$ cat config.mk
export PLATFORM = sky130hd
export DESIGN_NAME = thermostat_hysteresis_controller_flat
export DESIGN_NICKNAME = d
export VERILOG_FILES = /design/src/hw/rtl/thc_pkg.sv /design/src/hw/rtl/thc_req_if.sv /design/src/hw/rtl/thc_rsp_if.sv /design/src/hw/rtl/thermostat_hysteresis_controller.sv /design/src/hw/rtl/thc_csr.sv /design/src/hw/rtl/thc_eval.sv /design/src/flat_wrapper.sv
export SDC_FILE = /design/constraint.sdc
export NUM_CORES = 1
export LEC_CHECK = 0
export ABC_AREA = 1
export BUFFER_PORTS_ARGS = -buffer_cell sky130_fd_sc_hd__buf_2
export CORE_MARGIN = 5
export CORE_UTILIZATION = 47
export DETAILED_ROUTE_END_ITERATION = 10
export PLACE_DENSITY = 0.67
export SYNTH_ARGS = -nofsm -noshare
export SYNTH_HDL_FRONTEND = slang
export SYNTH_SLANG_ARGS = --single-unit
$ cat constraint.sdc
create_clock -name clock -period 10 [get_ports clock]
set_input_delay 1 -clock clock [delete_from_list [all_inputs] [get_ports clock]]
set_output_delay 1 -clock clock [all_outputs]
set_load 0.02 [all_outputs]
$ cat src/hw/rtl/thc_pkg.sv
// Shared types and constants for the thermostat hysteresis controller.
// No dependencies; every other file in hw/rtl refers to this package.
`default_nettype none

package thc_pkg;

   localparam int SampleWidth = 12;
   localparam int GapWidth    = 8;
   localparam int SumWidth    = 15;
   localparam int CsrAddrWidth = 5;
   localparam int CsrDataWidth = 32;

   // Register indexes on the configuration port (byte address is 4 * index).
   localparam logic [2:0] REG_TARGET_TEMP    = 3'd0;
   localparam logic [2:0] REG_HEAT_START_GAP = 3'd1;
   localparam logic [2:0] REG_STOP_GAP       = 3'd2;
   localparam logic [2:0] REG_COOL_START_GAP = 3'd3;
   localparam logic [2:0] REG_MISMATCH_LIMIT = 3'd4;

   localparam logic signed [SampleWidth-1:0] TARGET_TEMP_RESET    = 12'sd416;
   localparam logic [GapWidth-1:0]           HEAT_START_GAP_RESET = 8'd8;
   localparam logic [GapWidth-1:0]           STOP_GAP_RESET       = 8'd8;
   localparam logic [GapWidth-1:0]           COOL_START_GAP_RESET = 8'd16;
   localparam logic [GapWidth-1:0]           MISMATCH_LIMIT_RESET = 8'd8;

   // Bias that makes the three-sample sum non-negative before the divide by three.
   localparam logic signed [SumWidth-1:0] SUM_BIAS = 15'sd6144;
   // (2^17 + 1) / 3: exact floor(x / 3) as (x * DIV3_RECIP) >> 17 for x < 2^17.
   localparam logic [15:0] DIV3_RECIP = 16'd43691;
   localparam int          DIV3_SHIFT = 17;

   typedef struct packed {
      logic signed [SampleWidth-1:0] sample_a;
      logic signed [SampleWidth-1:0] sample_b;
      logic signed [SampleWidth-1:0] sample_c;
   } sample_type;

   typedef struct packed {
      logic                          heater_on;
      logic                          cooler_on;
      logic                          sensor_mismatch;
      logic signed [SampleWidth-1:0] average_temp;
   } result_type;

   typedef struct packed {
      logic signed [SampleWidth-1:0] target_temp;
      logic [GapWidth-1:0]           heat_start_gap;
      logic [GapWidth-1:0]           stop_gap;
      logic [GapWidth-1:0]           cool_start_gap;
      logic [GapWidth-1:0]           mismatch_limit;
   } cfg_type;

   typedef struct packed {
      logic heater;
      logic cooler;
   } flags_type;

endpackage

`default_nettype wire

$ cat src/hw/rtl/thc_req_if.sv
// Input channel of the thermostat controller: one round of three readings.
// Depends on thc_pkg for the sample width.
`default_nettype none

interface thc_req_if;
   logic                                   valid;
   logic                                   ready;
   logic signed [thc_pkg::SampleWidth-1:0] sample_a;
   logic signed [thc_pkg::SampleWidth-1:0] sample_b;
   logic signed [thc_pkg::SampleWidth-1:0] sample_c;

   modport source (output valid, output sample_a, output sample_b, output sample_c,
                   input ready);
   modport sink   (input valid, input sample_a, input sample_b, input sample_c,
                   output ready);
endinterface

`default_nettype wire

$ cat src/hw/rtl/thc_rsp_if.sv
// Result channel of the thermostat controller: flags and average per round.
// Depends on thc_pkg for the sample width.
`default_nettype none

interface thc_rsp_if;
   logic                                   valid;
   logic                                   ready;
   logic                                   heater_on;
   logic                                   cooler_on;
   logic                                   sensor_mismatch;
   logic signed [thc_pkg::SampleWidth-1:0] average_temp;

   modport source (output valid, output heater_on, output cooler_on,
                   output sensor_mismatch, output average_temp, input ready);
   modport sink   (input valid, input heater_on, input cooler_on,
                   input sensor_mismatch, input average_temp, output ready);
endinterface

`default_nettype wire

$ cat src/hw/rtl/thermostat_hysteresis_controller.sv
// Top level of the thermostat hysteresis controller: input register,
// evaluation logic, result register and configuration registers.
// Depends on thc_pkg, thc_req_if, thc_rsp_if, thc_csr and thc_eval.
//
//   Channel  Port                 Direction  Content
//   req      req_ch (sink)        in         sample_a, sample_b, sample_c
//   rsp      rsp_ch (source)      out        heater_on, cooler_on, sensor_mismatch,
//                                            average_temp
//   csr      csr_* (APB-style)    in/out     five configuration registers
//
// A round is registered in the input register on its transfer and its result
// in the result register as it advances; one round per cycle is sustained
// while rsp is not stalled. The heater and cooler flags are updated as a round
// moves into the result register. A stalled result holds the result register
// while the input register still takes one more round. Reset clears both flags,
// both valid bits and restores the configuration reset values.
`default_nettype none

module thermostat_hysteresis_controller (
   input  wire logic                              clock,
   input  wire logic                              reset,
   thc_req_if.sink                                req_ch,
   thc_rsp_if.source                              rsp_ch,
   input  wire logic                              csr_psel,
   input  wire logic                              csr_penable,
   input  wire logic                              csr_pwrite,
   input  wire logic [thc_pkg::CsrAddrWidth-1:0]  csr_paddr,
   input  wire logic [thc_pkg::CsrDataWidth-1:0]  csr_pwdata,
   output logic      [thc_pkg::CsrDataWidth-1:0]  csr_prdata,
   output logic                                   csr_pready
);

   thc_pkg::cfg_type    cfg;
   thc_pkg::sample_type samp_ff;
   thc_pkg::sample_type samp_in;
   logic                samp_valid_ff;
   logic                samp_valid_in;
   thc_pkg::result_type rsp_data_ff;
   thc_pkg::result_type rsp_data_in;
   logic                rsp_valid_ff;
   logic                rsp_valid_in;
   thc_pkg::flags_type  flags_ff;
   thc_pkg::flags_type  flags_in;
   thc_pkg::flags_type  flags_next;
   thc_pkg::result_type result;
   logic                advance;
   logic                take;

   thc_csr u_csr (
      .clock       (clock),
      .reset       (reset),
      .csr_psel    (csr_psel),
      .csr_penable (csr_penable),
      .csr_pwrite  (csr_pwrite),
      .csr_paddr   (csr_paddr),
      .csr_pwdata  (csr_pwdata),
      .csr_prdata  (csr_prdata),
      .csr_pready  (csr_pready),
      .cfg         (cfg)
   );

   thc_eval u_eval (
      .samp       (samp_ff),
      .cfg        (cfg),
      .flags      (flags_ff),
      .flags_next (flags_next),
      .result     (result)
   );

   // A round leaves the input register when the result register is free or
   // being emptied in the same cycle.
   assign advance      = samp_valid_ff && (!rsp_valid_ff || rsp_ch.ready);
   assign req_ch.ready = !samp_valid_ff || advance;
   assign take         = req_ch.valid && req_ch.ready;

   always_comb begin
      samp_in.sample_a = req_ch.sample_a;
      samp_in.sample_b = req_ch.sample_b;
      samp_in.sample_c = req_ch.sample_c;
      samp_valid_in    = take || (samp_valid_ff && !advance);
      rsp_valid_in     = advance || (rsp_valid_ff && !rsp_ch.ready);
      rsp_data_in      = result;
      flags_in         = advance ? flags_next : flags_ff;
   end

   always_ff @(posedge clock) begin
      if (reset) begin
         samp_valid_ff <= 1'b0;
         rsp_valid_ff  <= 1'b0;
         flags_ff      <= '0;
      end else begin
         samp_valid_ff <= samp_valid_in;
         rsp_valid_ff  <= rsp_valid_in;
         flags_ff      <= flags_in;
      end
   end

   always_ff @(posedge clock) begin
      if (take) begin
         samp_ff <= samp_in;
      end
      if (advance) begin
         rsp_data_ff <= rsp_data_in;
      end
   end

   assign rsp_ch.valid           = rsp_valid_ff;
   assign rsp_ch.heater_on       = rsp_data_ff.heater_on;
   assign rsp_ch.cooler_on       = rsp_data_ff.cooler_on;
   assign rsp_ch.sensor_mismatch = rsp_data_ff.sensor_mismatch;
   assign rsp_ch.average_temp    = rsp_data_ff.average_temp;

endmodule

`default_nettype wire

$ cat src/hw/rtl/thc_csr.sv
// Configuration register file behind an APB-style port.
// Depends on thc_pkg for register indexes, reset values and cfg_type.
`default_nettype none

module thc_csr (
   input  wire logic                              clock,
   input  wire logic                              reset,
   input  wire logic                              csr_psel,
   input  wire logic                              csr_penable,
   input  wire logic                              csr_pwrite,
   input  wire logic [thc_pkg::CsrAddrWidth-1:0]  csr_paddr,
   input  wire logic [thc_pkg::CsrDataWidth-1:0]  csr_pwdata,
   output logic      [thc_pkg::CsrDataWidth-1:0]  csr_prdata,
   output logic                                   csr_pready,
   output thc_pkg::cfg_type                       cfg
);

   thc_pkg::cfg_type cfg_ff;
   thc_pkg::cfg_type cfg_in;
   logic             wr_en;
   logic [2:0]       reg_idx;

   assign csr_pready = 1'b1;
   assign wr_en      = csr_psel && csr_penable && csr_pwrite;
   assign reg_idx    = csr_paddr[4:2];
   assign cfg        = cfg_ff;

   always_comb begin
      cfg_in = cfg_ff;
      if (wr_en) begin
         case (reg_idx)
            thc_pkg::REG_TARGET_TEMP:    cfg_in.target_temp    = csr_pwdata[11:0];
            thc_pkg::REG_HEAT_START_GAP: cfg_in.heat_start_gap = csr_pwdata[7:0];
            thc_pkg::REG_STOP_GAP:       cfg_in.stop_gap       = csr_pwdata[7:0];
            thc_pkg::REG_COOL_START_GAP: cfg_in.cool_start_gap = csr_pwdata[7:0];
            thc_pkg::REG_MISMATCH_LIMIT: cfg_in.mismatch_limit = csr_pwdata[7:0];
            default: cfg_in = cfg_ff;
         endcase
      end
   end

   always_ff @(posedge clock) begin
      if (reset) begin
         cfg_ff.target_temp    <= thc_pkg::TARGET_TEMP_RESET;
         cfg_ff.heat_start_gap <= thc_pkg::HEAT_START_GAP_RESET;
         cfg_ff.stop_gap       <= thc_pkg::STOP_GAP_RESET;
         cfg_ff.cool_start_gap <= thc_pkg::COOL_START_GAP_RESET;
         cfg_ff.mismatch_limit <= thc_pkg::MISMATCH_LIMIT_RESET;
      end else begin
         cfg_ff <= cfg_in;
      end
   end

   always_comb begin
      case (reg_idx)
         thc_pkg::REG_TARGET_TEMP:
            csr_prdata = {{20{cfg_ff.target_temp[11]}}, cfg_ff.target_temp};
         thc_pkg::REG_HEAT_START_GAP: csr_prdata = {24'd0, cfg_ff.heat_start_gap};
         thc_pkg::REG_STOP_GAP:       csr_prdata = {24'd0, cfg_ff.stop_gap};
         thc_pkg::REG_COOL_START_GAP: csr_prdata = {24'd0, cfg_ff.cool_start_gap};
         thc_pkg::REG_MISMATCH_LIMIT: csr_prdata = {24'd0, cfg_ff.mismatch_limit};
         default:                     csr_prdata = '0;
      endcase
   end

endmodule

`default_nettype wire

$ cat src/hw/rtl/thc_eval.sv
// Per-round evaluation: sum, average, mismatch check and hysteresis decisions.
// Purely combinational; depends on thc_pkg for types and the divide constants.
`default_nettype none

module thc_eval (
   input  wire thc_pkg::sample_type samp,
   input  wire thc_pkg::cfg_type    cfg,
   input  wire thc_pkg::flags_type  flags,
   output thc_pkg::flags_type  flags_next,
   output thc_pkg::result_type result
);

   localparam int SW = thc_pkg::SumWidth;

   logic signed [SW-1:0] sum;
   logic signed [SW-1:0] tgt;
   logic signed [SW-1:0] heat_base;
   logic signed [SW-1:0] stop_base;
   logic signed [SW-1:0] cool_base;
   logic signed [SW-1:0] heat_lvl;
   logic signed [SW-1:0] stop_lvl;
   logic signed [SW-1:0] cool_lvl;
   logic signed [SW-1:0] biased;
   logic [29:0]          prod;
   logic [11:0]          quot;
   logic [11:0]          d_ab;
   logic [11:0]          d_ac;
   logic [11:0]          d_bc;
   logic                 heater;
   logic                 cooler;

   function automatic logic [11:0] abs_diff(input logic signed [11:0] x,
                                             input logic signed [11:0] y);
      logic signed [12:0] d;
      d = 13'(x) - 13'(y);
      abs_diff = d[12] ? 12'(-d) : d[11:0];
   endfunction

   always_comb begin
      sum = SW'(samp.sample_a) + SW'(samp.sample_b) + SW'(samp.sample_c);
      tgt = SW'(cfg.target_temp);

      heat_base = tgt - $signed({7'd0, cfg.heat_start_gap});
      stop_base = tgt + $signed({7'd0, cfg.stop_gap});
      cool_base = tgt + $signed({7'd0, cfg.cool_start_gap});
      // Times three as shift and add; the thresholds stay inside 15 bits signed.
      heat_lvl = (heat_base <<< 1) + heat_base;
      stop_lvl = (stop_base <<< 1) + stop_base;
      cool_lvl = (cool_base <<< 1) + cool_base;

      heater = flags.heater;
      if (sum <= heat_lvl) begin
         heater = 1'b1;
      end else if (sum >= stop_lvl) begin
         heater = 1'b0;
      end
      cooler = flags.cooler;
      if (sum >= cool_lvl) begin
         cooler = 1'b1;
      end else if (sum <= stop_lvl) begin
         cooler = 1'b0;
      end
      if (cooler) begin
         heater = 1'b0;
      end

      // Floor division by three on the biased, non-negative sum; removing the
      // bias of 2048 from a 12-bit quotient is an inversion of its top bit.
      biased = sum + thc_pkg::SUM_BIAS;
      prod   = 30'(biased[13:0]) * 30'(thc_pkg::DIV3_RECIP);
      quot   = prod[thc_pkg::DIV3_SHIFT +: 12];

      d_ab = abs_diff(samp.sample_a, samp.sample_b);
      d_ac = abs_diff(samp.sample_a, samp.sample_c);
      d_bc = abs_diff(samp.sample_b, samp.sample_c);

      flags_next.heater      = heater;
      flags_next.cooler      = cooler;
      result.heater_on       = heater;
      result.cooler_on       = cooler;
      result.sensor_mismatch = (d_ab > {4'd0, cfg.mismatch_limit})
                            || (d_ac > {4'd0, cfg.mismatch_limit})
                            || (d_bc > {4'd0, cfg.mismatch_limit});
      result.average_temp    = {~quot[11], quot[10:0]};
   end

endmodule

`default_nettype wire
$ cat src/flat_wrapper.sv
// flat-port wrapper written by rule: the top's interface ports become plain ports
module thermostat_hysteresis_controller_flat 
  (clock, reset, csr_psel, csr_penable, csr_pwrite, csr_paddr, csr_pwdata, csr_prdata, csr_pready, req_ch_valid, req_ch_sample_a, req_ch_sample_b, req_ch_sample_c, req_ch_ready, rsp_ch_valid, rsp_ch_heater_on, rsp_ch_cooler_on, rsp_ch_sensor_mismatch, rsp_ch_average_temp, rsp_ch_ready);
  thc_req_if req_ch_i ();
  thc_rsp_if rsp_ch_i ();
  input  wire logic clock;
  input  wire logic reset;
  input  wire logic csr_psel;
  input  wire logic csr_penable;
  input  wire logic csr_pwrite;
  input  wire logic [thc_pkg::CsrAddrWidth-1:0] csr_paddr;
  input  wire logic [thc_pkg::CsrDataWidth-1:0] csr_pwdata;
  output logic      [thc_pkg::CsrDataWidth-1:0] csr_prdata;
  output logic csr_pready;
  input wire logic [$bits(req_ch_i.valid)-1:0] req_ch_valid;
  input wire logic [$bits(req_ch_i.sample_a)-1:0] req_ch_sample_a;
  input wire logic [$bits(req_ch_i.sample_b)-1:0] req_ch_sample_b;
  input wire logic [$bits(req_ch_i.sample_c)-1:0] req_ch_sample_c;
  output wire logic [$bits(req_ch_i.ready)-1:0] req_ch_ready;
  output wire logic [$bits(rsp_ch_i.valid)-1:0] rsp_ch_valid;
  output wire logic [$bits(rsp_ch_i.heater_on)-1:0] rsp_ch_heater_on;
  output wire logic [$bits(rsp_ch_i.cooler_on)-1:0] rsp_ch_cooler_on;
  output wire logic [$bits(rsp_ch_i.sensor_mismatch)-1:0] rsp_ch_sensor_mismatch;
  output wire logic [$bits(rsp_ch_i.average_temp)-1:0] rsp_ch_average_temp;
  input wire logic [$bits(rsp_ch_i.ready)-1:0] rsp_ch_ready;
  assign req_ch_i.valid = req_ch_valid;
  assign req_ch_i.sample_a = req_ch_sample_a;
  assign req_ch_i.sample_b = req_ch_sample_b;
  assign req_ch_i.sample_c = req_ch_sample_c;
  assign req_ch_ready = req_ch_i.ready;
  assign rsp_ch_valid = rsp_ch_i.valid;
  assign rsp_ch_heater_on = rsp_ch_i.heater_on;
  assign rsp_ch_cooler_on = rsp_ch_i.cooler_on;
  assign rsp_ch_sensor_mismatch = rsp_ch_i.sensor_mismatch;
  assign rsp_ch_average_temp = rsp_ch_i.average_temp;
  assign rsp_ch_i.ready = rsp_ch_ready;
  thermostat_hysteresis_controller u_core (.clock(clock), .reset(reset), .req_ch(req_ch_i), .rsp_ch(rsp_ch_i), .csr_psel(csr_psel), .csr_penable(csr_penable), .csr_pwrite(csr_pwrite), .csr_paddr(csr_paddr), .csr_pwdata(csr_pwdata), .csr_prdata(csr_prdata), .csr_pready(csr_pready));
endmodule
Yosys cells after proc, flatten, opt, wreduce, memory -nomap -nowiden
Cells that the tools add are included.
{"block": "totals", "regBits": 99, "latch_bits": 0, "mem_bits_rw": 0, "rom_bits": 0, "in_bits": 80, "out_inout_bits": 50, "elab_cells": 75, "mem_count": 0}
{"block": "classes", "add_sub_neg": 15, "multipliers": 1, "div": 0, "n_lt_le_gt_ge": 7, "eq_ne": 4, "shifts": 0, "muxes": 9, "n_bitwise": 1, "reduce_logical": 22}
{"operator": "$pmux W32 S5", "count": 1}
{"operator": "$add A14 B13 Y15", "count": 3}
{"operator": "$sub A12 B12 Y13", "count": 3}
{"operator": "$gt A12 B8 Y1", "count": 3}
{"operator": "$mux W12", "count": 3}
{"operator": "$neg A12 Y12", "count": 3}
{"operator": "$ge A14 B15 Y1", "count": 2}
{"operator": "$le A14 B15 Y1", "count": 2}
{"operator": "$mul A14 B16 Y29 const B", "count": 1}
{"operator": "$add A12 B9 Y13", "count": 2}
{"operator": "$add A13 B12 Y14", "count": 1}
{"operator": "$add A14 B14 Y14 const B", "count": 1}
{"operator": "$add A12 B12 Y13", "count": 1}
{"operator": "$sub A12 B9 Y13", "count": 1}
{"operator": "$reduce_and A2 Y1", "count": 5}
{"operator": "$eq A3 B2 Y1 const B", "count": 2}
{"operator": "$logic_and A1 B1 Y1", "count": 6}
{"operator": "$logic_or A1 B1 Y1", "count": 6}
{"operator": "$mux W1", "count": 5}
{"operator": "$logic_not A1 Y1", "count": 4}
{"operator": "$eq A3 B1 Y1 const B", "count": 1}
{"operator": "$eq A3 B3 Y1 const B", "count": 1}
{"operator": "$logic_not A3 Y1", "count": 1}
{"operator": "$not A1 Y1", "count": 1}

Logic depth before layout (Yosys ltp)
Gate-level depths: netlist (run 1).
{"block": "logic_depth", "ltp_word": 6, "mapped_depth": 36, "mapped_depth_nobuf": 36}

Cells and area by module
Synthesis (run 1) repeated with hierarchy kept, for this count alone.
{"block": "hier_totals", "hier_cells": 2251, "area_unflattened_um2": 15869.0}
{"mod": "thc_eval", "n_inst": 1, "cells_per_inst": 1792, "area_per_inst_um2": 11653.7, "seq_area_each_um2": 0.0}
{"mod": "thc_csr", "n_inst": 1, "cells_per_inst": 383, "area_per_inst_um2": 2503.7, "seq_area_each_um2": 880.8}
{"mod": "thermostat_hysteresis_controller", "n_inst": 1, "cells_per_inst": 76, "area_per_inst_um2": 1711.6, "seq_area_each_um2": 1611.5}

Least setup slack after synthesis (run 1)
No wires, ideal clock.
{"block": "synth_timing", "path_kind": "register to register", "start": "register u_core.samp_ff[25] (netlist bit)", "end": "register u_core.rsp_data_ff (netlist bit u_core.rsp_ch.average_temp[10]) (data pin)", "setup_time_ns": 0.265, "t_arrival_ns": 6.898, "t_required_ns": 9.735, "slack_ns": 2.837, "stages_incl_launch_ff": 30, "n_path_buf": 0, "synth_period_minus_slack_ns": 7.163, "path_cell_list": "edfxtp_1 -> fa_1 -> ha_1 -> inv_1 -> fa_1 -> inv_1 -> a31oi_1 -> o21ai_0 -> xor2_1 -> ha_1 -> ha_1 -> fa_1 -> inv_1 -> fa_1 -> inv_1 -> fa_1 -> inv_1 -> fa_1 -> inv_1 -> ha_1 -> a21oi_1 -> inv_1 -> a21oi_1 -> nand2_1 -> a21oi_1 -> a21boi_1 -> o21bai_1 -> a21boi_1 -> o21ai_0 -> xor2_1"}
{"element": "from (decl)", "line": "thermostat_hysteresis_controller.sv:34", "text": "thc_pkg::sample_type samp_ff;"}
{"element": "from (signal assigned)", "line": "thermostat_hysteresis_controller.sv:100", "text": "samp_ff <= samp_in;"}
{"element": "to (signal assigned)", "line": "thermostat_hysteresis_controller.sv:103", "text": "rsp_data_ff <= rsp_data_in;"}
{"element": "to (decl)", "line": "thermostat_hysteresis_controller.sv:38", "text": "thc_pkg::result_type rsp_data_ff;"}

==> results.tsv, run 1 <==
stage	metric	value	unit
status	status	complete, no violations	
place	hpwl	31800	um
clocking	root_buffer	clkbuf_16	
sta	period_minus_slack	8.01	ns
die	die_w	188	um
clocking	h-tree-depth	3	
routing	totalWireLength	37900	um
synth	synth_most_common_cell	nand2_1	
synth	yosysUniqueCellTypes	57	
clocking	cts_buffers	9	
routing	vias	13200	
sta	drv_slew	0	
die	die-area	35200	sq um
sta	fmax	125	MHz
global_routing	grt_max_degree	44	
synth	synth-edff-count	51	
global_routing	grt_pass1_vias	12600	
die	core_area	31300	sq um
synth	synthTopCellsByCount	362 x nand2_1, 335 x inv_1, 270 x ha_1	
die	ioPinCount	130	
die	std_cell_rows	65	
global_routing	grt_usage	21.4	%
synth	synth_area_per_cell	7.59	sq um
critical_path	cp_data_required_time	10.13	ns
routing	drt_iter0_markers	725	
critical_path	max_stage_delay	0.59	ns
place	place.gp.congestion	0.996	
synth	synth-main-ff-cell	edfxtp_1	
sta	hold_viol_final	0	
sta	worst_pin_slew	1.19	ns
critical_path	cp_data_arrival_time	8.14	ns
routing	first_pass_iters	5	
sta	finalWorstSetupSlack	1.99	ns
critical_path	ff2ff_setup_slack	1.99	ns
global_routing	antenna_found_initial	0	
die	initial_utilization	47.3	%
routing	post-route-drc-count	0	
synth	synth.top_cells.by_area	ha_1 23%, edfxtp_1 10%, fa_1 10%	
critical_path	critPathLaunchType	flip-flop	
die	die_h	188	um
cells_and_area	nets	2471	
run	drv_cap	0	
place	dpl.cell_count	2438	
cells_and_area	drive_gt1_share	9.21	%
critical_path	cp_max_fo	6	
clocking	post_cts_resize_count	0	
global_routing	gr-total-overflow	0	
place	portBuffers	106	
critical_path	endpoint_kind	flip-flop	
clocking	cts_tree	yes	
clocking	clk_latency	0.37	ns
cells_and_area	regArea	2490	sq um
cells_and_area	fillers	3058	
synth	ys_ff_latch	99	
min_path	min_path_type	flip-flop to flip-flop	
critical_path	crit_type	flip-flop to flip-flop	
clocking	cts.sinks	99	
sta	max_slew_margin	20.8	%
routing	ant_nets	0	
cells_and_area	diodes	0	
sta	skew	0.0186	ns
synth	syn-num-nets	2375	
sta	finalSetupViolCount	0	
routing	wire_per_inst	15.4	um
synth	synth_area	14800	sq um
synth	synth_top_area_share	22.8	%
place	dpl_worst_slack	2.03	ns
critical_path	cp_common_cell	inv_1	
synth	synth_seq_area_share	16.8	%
synth	synth_area_leader_cell	ha_1	
synth	syn_inst	1951	
sta	finalSetupTns	0	ns
clocking	cts_setup_buffers	0	
clocking	path_clk_slew	0.09	ns
cells_and_area	area_delta_synth_final	7.98	%
clocking	cts_buffer_depth	2	
cells_and_area	finalNonFillerCells	2454	
critical_path	slowest_stage	fa_1	
clocking	hold_buffers	0	
global_routing	grt_pass1_wl	62000	um
routing	viasPerCell	5.36	
cells_and_area	multi_input_area	10800	sq um
sta	rsz0062_at_grt	false	
synth	yosys_warnings	0	
synth	async_reset_ff_share	0	%
sta	finalCritPeriodShare	80.1	%
==> sequential cells by signal, indices dropped and copies added, names as in the netlist <==
name                           flops
u_core.samp_ff                    36
u_core.rsp_ch.cooler_on            1
u_core.flags_ff                    2
u_core.rsp_ch.valid                1
u_core.rsp_ch.average_temp        12
u_core.rsp_ch.heater_on            1
u_core.u_csr.cfg                  44
u_core.samp_valid_ff               1
u_core.rsp_ch.sensor_mismatch      1
==> per-stage QoR <==
step / util [%] / area, sq um / hold slack (ns)
after global routing: 51.1 / 16000 / 0.503
after floorplan: - / 14800 / 0.437
after global placement: 50.2 / 15700 / 0.450
after CTS: 51.1 / 16000 / 0.473
final: 51.1 / 16000 / 0.472
after detailed placement: 50.2 / 15700 / 0.460
==> kinds of logic (layout without fill, tap and decap cells) <==
group	after synthesis	count (layout)	synth area share (%)
compound gates	307	307	12.0
xor+xnor	118	118	7.56
fa+ha+maj	344	344	32.8
buf+inv	372	473	9.97
flops	99	99	16.8
other cells	1	1	0.0253
simple gates	710	710	20.8
==> path summary, 6_finish.rpt <==
| path | start | to | cells after the start |
|---|---|---|---|
| hold reg to reg | u_core.samp_valid_ff | u_core.rsp_ch.valid | 2 |
| setup reg to reg | u_core.samp_ff[13] | u_core.rsp_ch.average_temp[10] | 30 |
| setup / recovery | u_core.samp_ff[13] | u_core.rsp_ch.average_temp[10] | 30 |
| hold / removal | u_core.samp_valid_ff | u_core.rsp_ch.valid | 2 |
==> cell usage in the layout (no fill, tap or decap), types with 4 or more instances in the layout <==
| cell type | count |
|---|---|
| a221oi_1 | 8 |
| nand4_1 | 26 |
| dfxtp_1 | 48 |
| xor2_1 | 77 |
| inv_2 | 5 |
| nor3_2 | 4 |
| a21o_1 | 9 |
| buf_2 | 106 |
| xnor2_1 | 31 |
| o211ai_1 | 10 |
| nand3_2 | 5 |
| nor3_1 | 10 |
| nand3b_1 | 4 |
| buf_4 | 8 |
| clkbuf_16 | 9 |
| o21ai_0 | 86 |
| a21oi_2 | 7 |
| a211oi_1 | 7 |
| a21oi_1 | 130 |
| edfxtp_1 | 51 |
| nand3_1 | 104 |
| nor2_1 | 161 |
| nand2_1 | 362 |
| o21ai_1 | 6 |
| fa_1 | 74 |
| xor2_2 | 6 |
| ha_1 | 270 |
| nand2_2 | 13 |
| a31oi_1 | 16 |
| nand2_4 | 4 |
| inv_1 | 335 |
| o21bai_1 | 15 |
==> layout make-up <==
| cell class | count | share of cell area [%] |
|---|---|---|
| Sequential cell | 99 | 15.6 |
| Inverter | 343 | 8.05 |
| Timing Repair Buffer | 114 | 3.69 |
| Multi-Input combinational cell | 1480 | 67.8 |
| Clock inverter | 6 | 0.305 |
| Clock buffer | 10 | 1.43 |
| Tap cell | 402 | 3.14 |
==> worst max-delay path: cells and delay by family, from the launching register on <==
| kind | cells | cell delay [ns] |
|---|---|---|
| AND/OR/NAND/NOR | 1 | 0.07 |
| adder cells (fa/ha/maj) | 10 | 4.28 |
| XOR/XNOR | 2 | 0.35 |
| AO/OA/AOI/OAI | 9 | 1.81 |
| flip-flops | 1 | 0.51 |
| buffers and inverters | 8 | 0.75 |
==> layer usage <==
metal  up-vias  global-route usage [%]  part of all wire, %
met3        60                    2.51                  4.8
met4         0                    6.49                  2.7
met2       328                    37.7                   49
li1       6600                       -                    -
met1      6173                    27.6                   43
met5         -                       0                    0
Power of run 1 is left out: the tool's default activity adds up to more than one toggle a clock period on the data nets, which glitch-free logic cannot reach.
==> run 2, diff against run 1 <==
--- a/config.mk
+++ b/config.mk
@@ -10,7 +10,7 @@
 export CORE_MARGIN = 5
 export CORE_UTILIZATION = 47
 export DETAILED_ROUTE_END_ITERATION = 10
-export PLACE_DENSITY = 0.67
+export PLACE_DENSITY = 0.7
 export SYNTH_ARGS = -nofsm -noshare
 export SYNTH_HDL_FRONTEND = slang
 export SYNTH_SLANG_ARGS = --single-unit
==> constraint.sdc (replaced) <==
create_clock -name clock -period 6.65 [get_ports clock]
set_input_delay 0.665 -clock clock [delete_from_list [all_inputs] [get_ports clock]]
set_output_delay 0.665 -clock clock [all_outputs]
set_load 0.02 [all_outputs]
==> run 2 against run 1 <==
Effect of this change:
- the flow now finishes with violations (negative setup slack)
- sequential share of layout area is 1.1 points lower
- critical path depth is 2 higher
- setup slack worse by 2.1 ns
- cell count is 4.4% higher
- first-iteration DRC count is 22% higher
- maximum frequency is 19% higher
- final area is 7.6% higher
- non-clock buffer count is 109 higher
- routed wire length is 0.88% higher
- core utilization is 3.9 points higher
- die area stayed put
- clock skew is 0.0064 ns higher
- critical path type unchanged
==> results.tsv, run 2 (synthesized netlist as in run 1, its figures left out) <==
stage	metric	value	unit	change
die	ioPinCount	130		unchanged
critical_path	crit_type	flip-flop to flip-flop		
place	hpwl	32500	um	+2.2%
place	portBuffers	106		unchanged
sta	finalSetupViolCount	6		+6
cells_and_area	regArea	2490	sq um	unchanged
cells_and_area	fillers	2892		-5.4%
die	die_w	188	um	unchanged
sta	drv_slew	0		unchanged
critical_path	critPathLaunchType	flip-flop		
routing	vias	13400		+2.2%
routing	wl_met2	18300	um	-1.6%
sta	max_slew_margin	22.4	%	+1.5 points
critical_path	ff2ff_setup_slack	-0.09	ns	-2.08 ns
critical_path	path_buf_inv	11		+3
routing	post-route-drc-count	0		unchanged
cells_and_area	area_delta_synth_final	16.2	%	
status	status	finished, violations left		
cells_and_area	largest_reg_flops	44		unchanged
routing	totalWireLength	38200	um	+0.88%
routing	wl_met1	16800	um	+2.2%
routing	drt_iter0_markers	881		+22%
critical_path	reg2reg_to	u_core.rsp_ch.average_temp[8]		
clocking	cts.sinks	99		unchanged
clocking	path_clk_slew	0.10	ns	about the same
sta	hold_viol_final	0		unchanged
cells_and_area	drive_gt1_share	16.6	%	+7.4 points
sta	whs	0.465	ns	-0.00689 ns
routing	viasPerCell	5.25		-2.2%
die	core_area	31300	sq um	unchanged
min_path	min_path_type	input port to flip-flop		
sta	period_minus_slack	6.74	ns	-1.27 ns
global_routing	antenna_found_initial	0		unchanged
critical_path	cp_max_fo	3		-3
cells_and_area	most-common-layout-cells	360 x nand2_1, 323 x inv_1, 255 x ha_1, 161 x nor2_1, 122 x a21oi_1		
critical_path	cp_top_family	adder cells		
critical_path	endpoint_kind	flip-flop		
cells_and_area	post-route-util	55.0	%	+3.9 points
cells_and_area	layout_commonest_cell	nand2_1		
critical_path	path_depth	32		+6.7%
global_routing	grt_pass1_wl	61700	um	-0.48%
die	initial_utilization	47.3	%	unchanged
sta	finalWorstSetupSlack	-0.0872	ns	-2.08 ns
sta	worst_pin_slew	1.16	ns	-0.0231 ns
place	place.gp.congestion	0.903		-9.4%
clocking	h-tree-depth	3		unchanged
critical_path	rr_startpoint	u_core.samp_ff[25]		
routing	ant_nets	0		unchanged
cells_and_area	diodes	0		unchanged
global_routing	grt_usage	21.2	%	-0.24 points
critical_path	cp_common_cell	inv_2		
sta	finalSetupTns	-0.247	ns	-0.247 ns
critical_path	crit_start	u_core.samp_ff[25]		
global_routing	gr-total-overflow	0		unchanged
critical_path	ff2ff_path_depth	32		+6.7%
die	die_h	188	um	unchanged
clocking	cts_buffers	9		unchanged
clocking	root_buffer	clkbuf_16		
sta	skew	0.0250	ns	+0.00644 ns
clocking	clk_latency	0.38	ns	about the same
global_routing	grt_max_degree	44		unchanged
clocking	cts_tree	yes		
critical_path	cp_data_required_time	6.79	ns	-3.34 ns
routing	top_layer	met4		
cells_and_area	nets	2580		+4.4%
routing	wire_per_inst	14.9	um	-3.4%
run	drv_cap	0		unchanged
critical_path	max_stage_delay	0.61	ns	+0.02 ns
critical_path	cp_data_arrival_time	6.88	ns	-1.26 ns
global_routing	grt_pass1_vias	12800		+1.9%
routing	first_pass_iters	6		+1
die	std_cell_rows	65		unchanged
sta	finalCritPeriodShare	101	%	+21 points
sta	fmax	148	MHz	+19%
critical_path	crit_end	u_core.rsp_ch.average_temp[8]		
routing	route.met3.wl	2080	um	+15%
clocking	cts_buffer_depth	2		unchanged
cells_and_area	multi_input_area	11200	sq um	+3.5%
sta	rsz0062_at_grt	true		
die	die-area	35200	sq um	unchanged
status	violations	negative setup slack		
critical_path	slowest_stage	fa_1		
==> run 2: cell count changes in the layout (fill, tap and decap cells not counted), moves of 5 or more <==
cell     before  now
a21oi_1     130  122
a21oi_2       7   13
buf_4         8  113
fa_1         74   69
fa_2          0    5
ha_1        270  255
ha_4          0   12
inv_1       335  323
inv_2         5   17
o21ai_0      86   77
o21ai_1       6   11
==> run 2: worst min-delay path by stage <==
stage / start / endpoint / cells past startpoint
2_1_floorplan: u_core.samp_valid_ff / u_core.rsp_ch.valid / 2
3_3_place_gp: u_core.samp_valid_ff / u_core.rsp_ch.valid / 2
3_5_place_dp: u_core.samp_valid_ff / u_core.rsp_ch.valid / 2
4_1_cts: req_ch_sample_c[7] / u_core.samp_ff[7] / 1
5_1_grt: req_ch_sample_c[7] / u_core.samp_ff[7] / 1
6_report: req_ch_sample_c[7] / u_core.samp_ff[7] / 1
==> run 2: cell type report <==
type                       count  share of cell area, %
clock inverter                 7                  0.349
timing repair buffer         223                   8.27
inverter                     343                   7.48
multi-input combinational   1480                   65.2
clock buffer                   9                   1.31
sequential                    99                   14.5
tap                          402                   2.92
==> run 2: repair_timing <==
action                                  CTS  global route
hold buffers                              0             0
pin swaps                                33            16
resized for setup                        25            22
endpoints found under the setup margin   10            12
buffers inserted                          4             7
==> run 2: per-stage QoR <==
| stage | cells | cell area (sq um) | worst slack, ns |
|---|---|---|---|
| final | 2563 | 17200 | -0.0872 |
| after global routing | 2563 | 17200 | -0.345 |
| after CTS | 2556 | 17000 | -0.118 |
| after detailed placement | 2536 | 16600 | -0.298 |
| after global placement | 2536 | 16600 | -0.203 |
| after floorplan | 1951 | 15000 | -0.0328 |
==> run 2: routing by layer <==
| layer | vias to the layer above | GRT usage [%] |
|---|---|---|
| met5 | - | 0 |
| met4 | 0 | 5.96 |
| met3 | 76 | 3.20 |
| met2 | 347 | 37.1 |
| met1 | 6192 | 27.2 |
| li1 | 6830 | - |
Power of run 2 is left out for the same reason.
==> run 3, diff against run 2 <==
--- a/config.mk
+++ b/config.mk
@@ -13,4 +13,5 @@
 export PLACE_DENSITY = 0.7
 export SYNTH_ARGS = -nofsm -noshare
 export SYNTH_HDL_FRONTEND = slang
+export SYNTH_HIERARCHICAL = 1
 export SYNTH_SLANG_ARGS = --single-unit
==> run 3 against run 2 <==
Effect of this change:
- the flow still finishes with violations (negative setup slack)
- cell count increased by 13%
- sequential share of layout area decreased by 0.75 points
- first-iteration DRC count increased by 21%
- global-route usage increased by 1.2 points
- critical endpoint is now u_core/rsp_ch.average_temp[11]
- critical path depth decreased by 5
- setup slack improved by 0.028 ns
- synthesized cell count increased by 15%
- via count increased by 12%
- synthesized area increased by 7.1%
- highest routed layer is now met5
- core utilization decreased by 0.71 points
==> results.tsv, run 3 <==
stage	metric	value	unit	change
clocking	cts.sinks	99		unchanged
synth	synthTopCellsByCount	533 x nand2_1, 380 x inv_1, 269 x ha_1		
synth	syn-num-nets	2674		+13%
die	die_w	194	um	+3.3%
min_path	min_path_type	input port to flip-flop		
routing	wire_per_inst	15.0	um	+0.34%
min_path	worstHoldPathCells	1		unchanged
critical_path	max_stage_delay	0.64	ns	+0.03 ns
die	core_area	33400	sq um	+6.8%
critical_path	ff2ff_setup_slack	-0.06	ns	+0.03 ns
clocking	clk_latency	0.38	ns	about the same
sta	worst_pin_slew	0.784	ns	-0.379 ns
sta	finalWorstSetupSlack	-0.0592	ns	+0.0281 ns
sta	whs	0.460	ns	-0.00485 ns
critical_path	crit_type	flip-flop to flip-flop		
status	violations	negative setup slack		
die	std_cell_rows	67		+3.1%
synth	synth_area_leader_cell	ha_1		
synth	syn_inst	2251		+15%
clocking	h-tree-depth	3		unchanged
synth	yosys_warnings	6		+6
routing	viasPerCell	5.22		-0.52%
cells_and_area	diodes	0		unchanged
routing	first_pass_iters	5		-1
cells_and_area	area_delta_synth_final	14.4	%	
global_routing	grt_usage	22.4	%	+1.2 points
die	die_h	194	um	+3.3%
sta	max_slew_margin	47.5	%	+25 points
cells_and_area	layout_commonest_cell	nand2_1		
synth	synth-edff-count	51		unchanged
critical_path	rr_startpoint	u_core/samp_ff[3]		
routing	vias	15100		+12%
critical_path	endpoint_kind	flip-flop		
sta	hold_viol_final	0		unchanged
global_routing	antenna_found_initial	1		+1
synth	synth_top_area_share	21.2	%	-1.6 points
sta	rsz0062_at_grt	true		
run	drv_cap	0		unchanged
place	hpwl	35900	um	+11%
clocking	cts_tree	yes		
cells_and_area	drive_gt1_share	15.5	%	-1.1 points
routing	drt_iter0_markers	1066		+21%
critical_path	reg2reg_to	u_core/rsp_ch.average_temp[11]		
sta	drv_slew	0		unchanged
sta	period_minus_slack	6.71	ns	-0.0281 ns
routing	post-route-drc-count	0		unchanged
clocking	cts_buffers	9		unchanged
cells_and_area	most-common-layout-cells	522 x nand2_1, 375 x inv_1, 254 x ha_1, 197 x nor2_1, 152 x nand3_1		
synth	synth.top_cells.by_area	ha_1 21%, nand2_1 13%, edfxtp_1 9.7%		
place	place.gp.congestion	0.927		+2.6%
sta	skew	0.00999	ns	-0.0150 ns
routing	ant_nets	0		unchanged
global_routing	grt_pass1_wl	70100	um	+14%
synth	yosysUniqueCellTypes	53		-7.0%
clocking	path_clk_slew	0.08	ns	-0.02 ns
synth	synth_most_common_cell	nand2_1		
critical_path	critPathLaunchType	flip-flop		
critical_path	slowest_stage	fa_1		
critical_path	cp_top_family	adder cells		
die	initial_utilization	47.4	%	+0.14 points
global_routing	gr-total-overflow	0		unchanged
critical_path	cp_data_required_time	6.78	ns	about the same
sta	finalCritPeriodShare	101	%	-0.42 points
cells_and_area	largest_reg_flops	44		unchanged
place	portBuffers	106		unchanged
clocking	cts_buffer_depth	2		unchanged
synth	synth-main-ff-cell	edfxtp_1		
cells_and_area	nets	2856		+11%
cells_and_area	fillers	3215		+11%
global_routing	grt_max_degree	45		+2.3%
min_path	hold_start	req_ch_sample_a[4]		
critical_path	cp_max_fo	4		+1
synth	synth_area	15900	sq um	+7.1%
synth	synth_seq_area_share	15.7	%	-1.1 points
routing	totalWireLength	43200	um	+13%
critical_path	cp_data_arrival_time	6.84	ns	-0.04 ns
sta	finalSetupViolCount	2		-4
synth	ys_ff_latch	99		unchanged
min_path	holdPathEnd	u_core/samp_ff[28]		
synth	synth_area_per_cell	7.05	sq um	-7.1%
cells_and_area	post-route-util	54.3	%	-0.71 points
critical_path	ff2ff_path_depth	27		-16%
die	ioPinCount	130		unchanged
critical_path	cp_common_cell	fa_1		
global_routing	grt_pass1_vias	14400		+12%
critical_path	path_buf_inv	5		-6
status	status	finished, violations left		
synth	async_reset_ff_share	0	%	unchanged
sta	fmax	149	MHz	+0.42%
clocking	root_buffer	clkbuf_16		
die	die-area	37500	sq um	+6.8%
run 3: cell count changes after synthesis, sizes merged, moves of 15 or more:
cell and change:
o21ai -34, nand2 +178, inv +55, xor2 -27
nand3 +59, nor2 +63, buf +15
run 3: cells by family (layout without fill, tap and decap cells):
| kind of cell | Yosys count | in the layout | synth area share (%) |
|---|---|---|---|
| xor gates and xnor gates | 99 | 99 | 5.51 |
| other | 1 | 1 | 0.0236 |
| DFF | 99 | 99 | 15.7 |
| adders and majority gates | 343 | 343 | 30.5 |
| muxes | 1 | 1 | 0.0631 |
| and+or+nand+nor | 1024 | 1024 | 28.3 |
| buffers and inverters | 438 | 625 | 11.3 |
| AOI/OAI and AO/OA | 246 | 246 | 8.58 |
run 3: how the worst max path moves through the flow:
stage | endpoint | cells past startpoint | slack [ns] | start
2_1_floorplan | u_core/rsp_ch.average_temp[11] | 30 | 0.008 | u_core/samp_ff[25]
3_3_place_gp | u_core/rsp_ch.average_temp[11] | 30 | -0.17 | u_core/samp_ff[1]
3_5_place_dp | u_core/rsp_ch.average_temp[11] | 30 | -0.34 | u_core/samp_ff[1]
4_1_cts | u_core/rsp_ch.average_temp[11] | 30 | -0.01 | u_core/samp_ff[25]
5_1_grt | u_core/rsp_ch.average_temp[11] | 27 | -0.32 | u_core/samp_ff[3]
6_report | u_core/rsp_ch.average_temp[11] | 27 | -0.06 | u_core/samp_ff[3]
run 3: cell type report:
| type | count | area, sq um | share of cell area [%] |
|---|---|---|---|
| inverters | 398 | 1500 | 8.24 |
| clock inverters | 5 | 53.8 | 0.296 |
| repair buffers | 211 | 1320 | 7.29 |
| multi-input cells | 1714 | 12000 | 66.0 |
| flip-flops and latches | 99 | 2490 | 13.7 |
| well taps | 448 | 561 | 3.09 |
| clock buffers | 11 | 254 | 1.40 |
run 3: timing repair:
item,4_1_cts,5_1_grt
setup endpoints to repair,11,12
pin swaps,28,44
gates resized for setup,37,47
hold buffers,0,0
buffers inserted,4,8
run 3: per-layer routing:
metal / GRT usage [%] / part of all wire, % / up-vias
met1: 30.9 / 47 / 6962
met4: 6.40 / 2.5 / 2
li1: - / - / 7612
met2: 37.2 / 46 / 409
met3: 2.69 / 5.1 / 75
met5: 0 / 0.019 / -
run 3: through the flow:
stage | worst slack [ns] | area, sq um | instances | setup TNS, ns
floorplan | 0.00754 | 15900 | 2251 | 0
global placement | -0.173 | 17400 | 2859 | -0.506
detailed placement | -0.343 | 17400 | 2859 | -1.87
CTS | -0.0146 | 17900 | 2879 | -0.0146
global route | -0.322 | 18200 | 2886 | -2.26
finish | -0.0592 | 18200 | 2886 | -0.0841
run 3: worst register-to-register path: cells and delay by family, from the launching register on:
family	cells	cell delay (ns)
compound gates	7	0.92
simple gates	4	0.42
xor+xnor	2	0.26
flops	1	0.43
fa+ha+maj	9	4.04
buf+inv	5	0.38
Power of run 3 is left out for the same reason.
